==> config.mk <==
export PLATFORM = sky130hd
export DESIGN_NAME = ultrasonic_echo_ranger_flat
export DESIGN_NICKNAME = d
export VERILOG_FILES = /design/src/design/uer_pkg.sv /design/src/design/uer_if.sv /design/src/design/ultrasonic_echo_ranger.sv /design/src/flat_wrapper.sv
export VERILOG_INCLUDE_DIRS = /design/src /design/src/design
export SDC_FILE = /design/constraint.sdc
export NUM_CORES = 1
export LEC_CHECK = 0
export BUFFER_PORTS_ARGS = -buffer_cell sky130_fd_sc_hd__buf_4
export CELL_PAD_IN_SITES_DETAIL_PLACEMENT = 0
export CELL_PAD_IN_SITES_GLOBAL_PLACEMENT = 1
export CORE_MARGIN = 2
export CORE_UTILIZATION = 40
export CTS_CLUSTER_SIZE = 8
export DETAILED_ROUTE_END_ITERATION = 10
export GPL_ROUTABILITY_DRIVEN = 0
export PLACE_DENSITY = 0.74
export SYNTH_ARGS = -nofsm -noshare
export SYNTH_HDL_FRONTEND = slang
export SYNTH_SLANG_ARGS = --single-unit
==> constraint.sdc <==
create_clock -name clk -period 6.4 [get_ports clk]
set_clock_uncertainty 0.05 [all_clocks]
set_input_delay 0.32 -clock clk [delete_from_list [all_inputs] [get_ports clk]]
set_output_delay 0.32 -clock clk [all_outputs]
set_load 0.02 [all_outputs]
==> src/design/ultrasonic_echo_ranger_macros.svh <==
// Assertion macros for the ultrasonic echo ranger.
`ifndef ULTRASONIC_ECHO_RANGER_MACROS_SVH
`define ULTRASONIC_ECHO_RANGER_MACROS_SVH

// Same-cycle implication, disabled during reset.
`define UER_ASSERT_SAME(label, clk, rst, ante, cons) \
  label: assert property (@(posedge clk) disable iff (rst) (ante) |-> (cons)) \
    else $error("uer assertion failed");

// Next-cycle implication, disabled during reset.
`define UER_ASSERT_NEXT(label, clk, rst, ante, cons) \
  label: assert property (@(posedge clk) disable iff (rst) (ante) |=> (cons)) \
    else $error("uer assertion failed");

`endif

==> src/design/uer_pkg.sv <==
// Types and constants shared by the ultrasonic echo ranger files.
package uer_pkg;

  localparam int TRIG_W   = 8;
  localparam int TICK_W   = 17;
  localparam int STATUS_W = 2;
  localparam int CFG_IDX_W  = 2;
  localparam int CFG_DATA_W = 17;

  // register indexes
  localparam logic [CFG_IDX_W-1:0] REG_TRIGGER_TICKS   = 2'd0;
  localparam logic [CFG_IDX_W-1:0] REG_TIMEOUT_TICKS   = 2'd1;
  localparam logic [CFG_IDX_W-1:0] REG_MIN_VALID_TICKS = 2'd2;
  localparam logic [CFG_IDX_W-1:0] REG_MAX_VALID_TICKS = 2'd3;

  // reset values
  localparam logic [TRIG_W-1:0] TRIGGER_TICKS_RST   = 8'd15;
  localparam logic [TICK_W-1:0] TIMEOUT_TICKS_RST   = 17'd50000;
  localparam logic [TICK_W-1:0] MIN_VALID_TICKS_RST = 17'd200;
  localparam logic [TICK_W-1:0] MAX_VALID_TICKS_RST = 17'd40000;

  // status codes
  localparam logic [STATUS_W-1:0] ST_OK           = 2'd0;
  localparam logic [STATUS_W-1:0] ST_NO_RESPONSE  = 2'd1;
  localparam logic [STATUS_W-1:0] ST_STUCK_HIGH   = 2'd2;
  localparam logic [STATUS_W-1:0] ST_OUT_OF_RANGE = 2'd3;

  typedef enum logic [3:0] {
    PH_IDLE = 4'b0001,
    PH_TRIG = 4'b0010,
    PH_RISE = 4'b0100,
    PH_FALL = 4'b1000
  } phase_t;

endpackage

==> src/design/uer_if.sv <==
// Request and result channel interfaces of the ultrasonic echo ranger.
interface uer_in_if;
  logic valid;
  logic ready;
  logic start_req;
  logic echo_level;

  modport source (output valid, output start_req, output echo_level, input ready);
  modport sink   (input valid, input start_req, input echo_level, output ready);
endinterface

interface uer_out_if;
  import uer_pkg::*;
  logic                valid;
  logic                ready;
  logic                trig_level;
  logic                busy_res;
  logic                done_res;
  logic [TICK_W-1:0]   echo_ticks;
  logic [STATUS_W-1:0] status;

  modport source (output valid, output trig_level, output busy_res, output done_res,
                  output echo_ticks, output status, input ready);
  modport sink   (input valid, input trig_level, input busy_res, input done_res,
                  input echo_ticks, input status, output ready);
endinterface

==> src/design/ultrasonic_echo_ranger.sv <==
// Ultrasonic echo ranger: trigger pulse and echo width measurement.
//
// Usage:
//   in_ch  carries one request per 1 us tick: start_req and the sampled
//          echo_level. Every accepted request yields exactly one result.
//   out_ch carries trig_level, busy_res, done_res, echo_ticks and status.
//   cfg_we/cfg_idx/cfg_data write the four limit registers; write them
//   only while no measurement is running and no result is pending.
// Result: registered; it appears in the cycle after its request is accepted.
// Throughput: one request per cycle while out_ch does not stall; the phase/elapsed update and the
//   result are computed in one pass and land in the result register.
// Stall: in_ch.ready stays high while the result register is empty or
//   being drained this cycle; when out_ch stalls, the held result blocks
//   the next request, and nothing is dropped.
// Reset: phase returns to idle, elapsed to zero, registers to their
//   defaults (trigger 15, timeout 50000, min 200, max 40000), and the
//   result register is emptied.
`include "ultrasonic_echo_ranger_macros.svh"

module ultrasonic_echo_ranger (
  input  logic                          clk,
  input  logic                          rst,
  uer_in_if.sink                        in_ch,
  uer_out_if.source                     out_ch,
  input  logic                          cfg_we,
  input  logic [uer_pkg::CFG_IDX_W-1:0]  cfg_idx,
  input  logic [uer_pkg::CFG_DATA_W-1:0] cfg_data
);
  import uer_pkg::*;

  logic [TRIG_W-1:0] trigger_ticks;
  logic [TICK_W-1:0] timeout_ticks;
  logic [TICK_W-1:0] min_valid_ticks;
  logic [TICK_W-1:0] max_valid_ticks;

  phase_t            phase, phase_next;
  logic [TICK_W-1:0] elapsed, elapsed_next;
  logic [TICK_W:0]   elapsed_inc;

  logic                trig_c, done_c;
  logic [TICK_W-1:0]   width_c;
  logic [STATUS_W-1:0] status_c;

  logic out_valid;
  logic in_accept;

  assign in_ch.ready  = !out_valid || out_ch.ready;
  assign in_accept    = in_ch.valid && in_ch.ready;
  assign out_ch.valid = out_valid;

  always_ff @(posedge clk) begin
    if (rst) begin
      trigger_ticks   <= TRIGGER_TICKS_RST;
      timeout_ticks   <= TIMEOUT_TICKS_RST;
      min_valid_ticks <= MIN_VALID_TICKS_RST;
      max_valid_ticks <= MAX_VALID_TICKS_RST;
    end else if (cfg_we) begin
      case (cfg_idx)
        REG_TRIGGER_TICKS:   trigger_ticks   <= cfg_data[TRIG_W-1:0];
        REG_TIMEOUT_TICKS:   timeout_ticks   <= cfg_data[TICK_W-1:0];
        REG_MIN_VALID_TICKS: min_valid_ticks <= cfg_data[TICK_W-1:0];
        REG_MAX_VALID_TICKS: max_valid_ticks <= cfg_data[TICK_W-1:0];
        default: ;
      endcase
    end
  end

  // elapsed never exceeds timeout in the waits, so one extra bit covers +1
  assign elapsed_inc = {1'b0, elapsed} + {{TICK_W{1'b0}}, 1'b1};

  always_comb begin
    phase_next   = phase;
    elapsed_next = elapsed;
    trig_c       = 1'b0;
    done_c       = 1'b0;
    width_c      = '0;
    status_c     = ST_OK;
    case (phase)
      PH_IDLE: begin
        if (in_ch.start_req) begin
          trig_c = 1'b1;
          // start tick counts as trigger tick one; zero length acts as one
          if (trigger_ticks <= {{(TRIG_W-1){1'b0}}, 1'b1}) begin
            phase_next   = PH_RISE;
            elapsed_next = '0;
          end else begin
            phase_next   = PH_TRIG;
            elapsed_next = {{(TICK_W-1){1'b0}}, 1'b1};
          end
        end
      end
      PH_TRIG: begin
        trig_c       = 1'b1;
        elapsed_next = elapsed_inc[TICK_W-1:0];
        if (elapsed_inc[TICK_W-1:0] >= {{(TICK_W-TRIG_W){1'b0}}, trigger_ticks}) begin
          phase_next   = PH_RISE;
          elapsed_next = '0;
        end
      end
      PH_RISE: begin
        if (in_ch.echo_level) begin
          phase_next   = PH_FALL;
          elapsed_next = {{(TICK_W-1){1'b0}}, 1'b1};
        end else if (elapsed_inc > {1'b0, timeout_ticks}) begin
          done_c       = 1'b1;
          status_c     = ST_NO_RESPONSE;
          phase_next   = PH_IDLE;
          elapsed_next = '0;
        end else begin
          elapsed_next = elapsed_inc[TICK_W-1:0];
        end
      end
      PH_FALL: begin
        if (in_ch.echo_level) begin
          if (elapsed_inc > {1'b0, timeout_ticks}) begin
            done_c       = 1'b1;
            status_c     = ST_STUCK_HIGH;
            phase_next   = PH_IDLE;
            elapsed_next = '0;
          end else begin
            elapsed_next = elapsed_inc[TICK_W-1:0];
          end
        end else begin
          done_c       = 1'b1;
          width_c      = elapsed;
          status_c     = (elapsed > max_valid_ticks || elapsed < min_valid_ticks) ?
                         ST_OUT_OF_RANGE : ST_OK;
          phase_next   = PH_IDLE;
          elapsed_next = '0;
        end
      end
      default: begin
        phase_next   = PH_IDLE;
        elapsed_next = '0;
      end
    endcase
  end

  always_ff @(posedge clk) begin
    if (rst) begin
      phase   <= PH_IDLE;
      elapsed <= '0;
    end else if (in_accept) begin
      phase   <= phase_next;
      elapsed <= elapsed_next;
    end
  end

  always_ff @(posedge clk) begin
    if (rst) begin
      out_valid <= 1'b0;
    end else if (in_accept) begin
      out_valid <= 1'b1;
    end else if (out_ch.ready) begin
      out_valid <= 1'b0;
    end
  end

  always_ff @(posedge clk) begin
    if (in_accept) begin
      out_ch.trig_level <= trig_c;
      out_ch.busy_res   <= (phase_next != PH_IDLE);
      out_ch.done_res   <= done_c;
      out_ch.echo_ticks <= width_c;
      out_ch.status     <= status_c;
    end
  end

  `UER_ASSERT_SAME(a_done_not_busy, clk, rst, out_valid && out_ch.done_res, !out_ch.busy_res)
  `UER_ASSERT_NEXT(a_request_gives_result, clk, rst, in_accept, out_valid)
  `UER_ASSERT_NEXT(a_idle_holds, clk, rst, in_accept && phase == PH_IDLE && !in_ch.start_req, phase == PH_IDLE)
  `UER_ASSERT_SAME(a_fall_counts, clk, rst, phase == PH_FALL, elapsed != '0)

endmodule
==> src/flat_wrapper.sv <==
// flat-port wrapper written by rule: the top's interface ports become plain ports
module ultrasonic_echo_ranger_flat import uer_pkg::*;
  (clk, rst, cfg_we, cfg_idx, cfg_data, in_ch_valid, in_ch_start_req, in_ch_echo_level, in_ch_ready, out_ch_valid, out_ch_trig_level, out_ch_busy_res, out_ch_done_res, out_ch_echo_ticks, out_ch_status, out_ch_ready);
  uer_in_if in_ch_i ();
  uer_out_if out_ch_i ();
  input  logic clk;
  input  logic rst;
  input  logic cfg_we;
  input  logic [uer_pkg::CFG_IDX_W-1:0] cfg_idx;
  input  logic [uer_pkg::CFG_DATA_W-1:0] cfg_data;
  input wire logic [$bits(in_ch_i.valid)-1:0] in_ch_valid;
  input wire logic [$bits(in_ch_i.start_req)-1:0] in_ch_start_req;
  input wire logic [$bits(in_ch_i.echo_level)-1:0] in_ch_echo_level;
  output wire logic [$bits(in_ch_i.ready)-1:0] in_ch_ready;
  output wire logic [$bits(out_ch_i.valid)-1:0] out_ch_valid;
  output wire logic [$bits(out_ch_i.trig_level)-1:0] out_ch_trig_level;
  output wire logic [$bits(out_ch_i.busy_res)-1:0] out_ch_busy_res;
  output wire logic [$bits(out_ch_i.done_res)-1:0] out_ch_done_res;
  output wire logic [$bits(out_ch_i.echo_ticks)-1:0] out_ch_echo_ticks;
  output wire logic [$bits(out_ch_i.status)-1:0] out_ch_status;
  input wire logic [$bits(out_ch_i.ready)-1:0] out_ch_ready;
  assign in_ch_i.valid = in_ch_valid;
  assign in_ch_i.start_req = in_ch_start_req;
  assign in_ch_i.echo_level = in_ch_echo_level;
  assign in_ch_ready = in_ch_i.ready;
  assign out_ch_valid = out_ch_i.valid;
  assign out_ch_trig_level = out_ch_i.trig_level;
  assign out_ch_busy_res = out_ch_i.busy_res;
  assign out_ch_done_res = out_ch_i.done_res;
  assign out_ch_echo_ticks = out_ch_i.echo_ticks;
  assign out_ch_status = out_ch_i.status;
  assign out_ch_i.ready = out_ch_ready;
  ultrasonic_echo_ranger u_core (.clk(clk), .rst(rst), .in_ch(in_ch_i), .out_ch(out_ch_i), .cfg_we(cfg_we), .cfg_idx(cfg_idx), .cfg_data(cfg_data));
endmodule
==> out/qor.yml <==
sta:
  worst_slew_pin_slew_ps: 1122
  hold_viol: 0
  slew_viol_final: 0
  setup-violations-final: 0
  finalCritPeriodShare_pct: 66.63
  rsz0062_at_grt: "no"
  period_needed_ps: 4264
  max_freq_ghz: 0.2345
  slew_headroom_pct: 25.08
  fin_tns_setup_ps: 0
worst_hold_path:
  min_path_cells: 2
  hold_path.class: "in2reg"
floorplan:
  io_pins: 50
  dieArea_um2: 15770
  start_util_pct: 40.83
  row_count: 44
  die_height_um: 125.6
  core-area_um2: 14480
  die_w_um: 125.6
clock_network:
  postCtsHoldBufs: 0
  htreeDepth: 3
  root_buffer: "clkbuf_16"
  post_cts_buffers: 0
  insertion_delay_ps: 360
  cts_tree: "yes"
  numCtsBuffers: 9
  path_clk_slew_ps: 70
  clock_sink_count: 103
  cts_max_path_buffers: 2
  cts_resized: 0
logic_synthesis:
  synth_fa_ha_area_share_pct: 12.06
  synthMuxAreaShare_pct: 0.3386
  synth_top_family_by_area: "simple AND/OR/NAND/NOR gates"
  yosysMostFrequentCell: "nand2_1"
  synthSimpleGateAreaFrac_pct: 23.07
  synth_edf_count: 22
  yosysTopAreaCellShare_pct: 27.43
  async_reset_ff_share_pct: 0
  syn_avg_cell_area_um2: 8.234
  syn-num-nets: 801
  synth_compound_area_share_pct: 16.36
  yosysSeqAreaShare_pct: 38.60
  ys_warn_count: 0
  ys.flop_type: "dfxtp_1"
  ys_top_cells_by_area: "dfxtp_1, ha_1, edfxtp_1"
  netlist_instances: 718
  synth_cell_types: 53
  yosysTopAreaCell: "dfxtp_1"
  synth-seq-cells: 103
  synth_commonest_cells: "nand2_1, dfxtp_1, inv_1"
  synth_area_um2: 5912
  synthXorXnorAreaFrac_pct: 2.751
global_routing:
  antenna_found_initial: 0
  grt_pass1_vias: 4929
  grt_pass1_wl_um: 25480
  grt_max_degree: 72
  gr-total-overflow: 0
  grtUsageTotal_pct: 20.44
routing:
  routed_wl_um: 15490
  viasPerCell: 5.354
  initialDrtViolationCount: 235
  avgRoutedWirePerCell_um: 16.55
  drtPass1Iterations: 5
  drc: 0
  ant_nets: 0
  vias: 5011
worst_setup_path:
  r2r_cells: 12
  cp.arrival_ps: 4500
  max_stage_delay_ps: 580
  critPathLaunchType: "flop"
  crit_path_end_kind: "flop"
  path_class: "reg2reg"
  worstPathMaxFanout: 12
  cp_slowest_cell: "a2111oi_1"
  required_ps: 6640
  worstPathCellList: "ha_1 -> nand3_1 -> nor4_4 -> nand3_1 -> xnor2_1 -> ha_1 -> a21o_1 -> a2111oi_1 -> a211o_4 -> a32o_1 -> o21ai_1 -> a31oi_1"
placed_design:
  placedInstanceArea_um2: 6389
  dp_hpwl_um: 11560
  io_buffers: 49
  dp_cells: 920
pwr:
  total_power_mw: 1.440
  powerDensity_nw_per_um2: 214.5
  p_leak_nw: 2.928
  vdd_drop_max_mv: 0.1215
job:
  cap_viol_max_count: 0
cells_and_area:
  final_layout_size_suffix_gt1_share_pct: 10.11
  stdcell_count: 936
  syn2layout_area_growth_pct: 13.55
  stdcell_area_um2: 6713
  nets: 830
  diodes: 0
status:
  outcome: "finished, final reports clean"
==> area by class of cell <==
type | count | area, um^2
Clock buffer | 11 | 242.7
Clock inverter | 5 | 81.33
Fill cell | 1442 | 7766
Inverter | 71 | 266.5
Multi-Input combinational cell | 511 | 3227
Sequential cell | 103 | 2282
Tap cell | 184 | 230.2
Timing Repair Buffer | 51 | 382.9
==> final timing paths <==
check | start | to | slack [ps]
setup / recovery | u_core.elapsed[0] | u_core.elapsed[7] | 2140
hold / removal | cfg_data[9] | u_core.timeout_ticks[9] | 140
setup reg to reg | u_core.elapsed[0] | u_core.elapsed[7] | 2140
hold reg to reg | u_core.max_valid_ticks[13] | u_core.max_valid_ticks[13] | 400
==> registers in the layout, summed over array words and instances, names as in the netlist <==
name and flops:
u_core.elapsed 17, u_core.max_valid_ticks 17, u_core.min_valid_ticks 17, u_core.out_ch.echo_ticks 17, u_core.timeout_ticks 17, u_core.trigger_ticks 8
u_core.phase 4, u_core.out_ch.status 2, u_core.out_ch.busy_res 1, u_core.out_ch.done_res 1, u_core.out_ch.trig_level 1, u_core.out_ch.valid 1
==> worst max-delay path: cells and delay by family (launching register included) <==
kind            cells  cell delay, ps
compound gates      6            1790
fa+ha+maj           2             600
simple gates        3             920
flops               1             530
xor+xnor            1             290
==> layout by cell type, fill, tap and decap left out, drive strengths merged, types with 3 or more instances in the layout <==
cell / netlist / layout
a211oi: 3 / 3
a21o: 15 / 15
and3: 7 / 7
buf: 6 / 51
inv: 71 / 71
xnor2: 10 / 10
and2: 19 / 19
clkbuf: 27 / 11
a211o: 17 / 17
nand3: 18 / 18
o31ai: 3 / 3
ha: 57 / 57
nor4: 8 / 8
dfxtp: 81 / 81
nand2: 110 / 110
a31oi: 10 / 10
o21ai: 27 / 27
nand4: 18 / 18
xor2: 6 / 6
nand2b: 12 / 12
nand3b: 5 / 5
and4: 4 / 4
nor2b: 10 / 10
nor3: 11 / 11
nor2: 51 / 51
edfxtp: 22 / 22
a21oi: 68 / 68
==> per-stage QoR <==
| stage | hold slack (ps) | util, % | setup WS (ps) |
|---|---|---|---|
| 2_1_floorplan | 386.3 | - | 2912 |
| 3_3_place_gp | 393.7 | 44.12 | 2361 |
| 5_1_grt | 138.3 | 46.36 | 1808 |
| 3_5_place_dp | 397.6 | 44.12 | 2277 |
| 6_report | 139.1 | 46.36 | 2136 |
| 4_1_cts | 130.8 | 46.36 | 2221 |
==> power by group <==
| part | switching (mW) | internal [mW] |
|---|---|---|
| clock | 0.245 | 0.354 |
| combinational | 0.0870 | 0.0558 |
| sequential | 0.0125 | 0.686 |
==> cells by family (layout without fill, tap and decap cells) <==
logic type,count (synthesis),after routing
XOR/XNOR,17,17
adder cells (fa/ha/maj),57,57
buffers and inverters,104,138
flip-flops,103,103
AND/OR/NAND/NOR,279,279
multiplexers,2,2
AO/OA/AOI/OAI,156,156
==> routing by layer <==
metal,GRT usage (%),vias up,share of wire [%]
met3,2.995,13,3.9
li1,-,2527,-
met5,0,-,0
met2,33.29,100,46
met1,28.06,2371,49
met4,6.405,0,1.4
No activity file was read; power rests on OpenSTA's default activity.
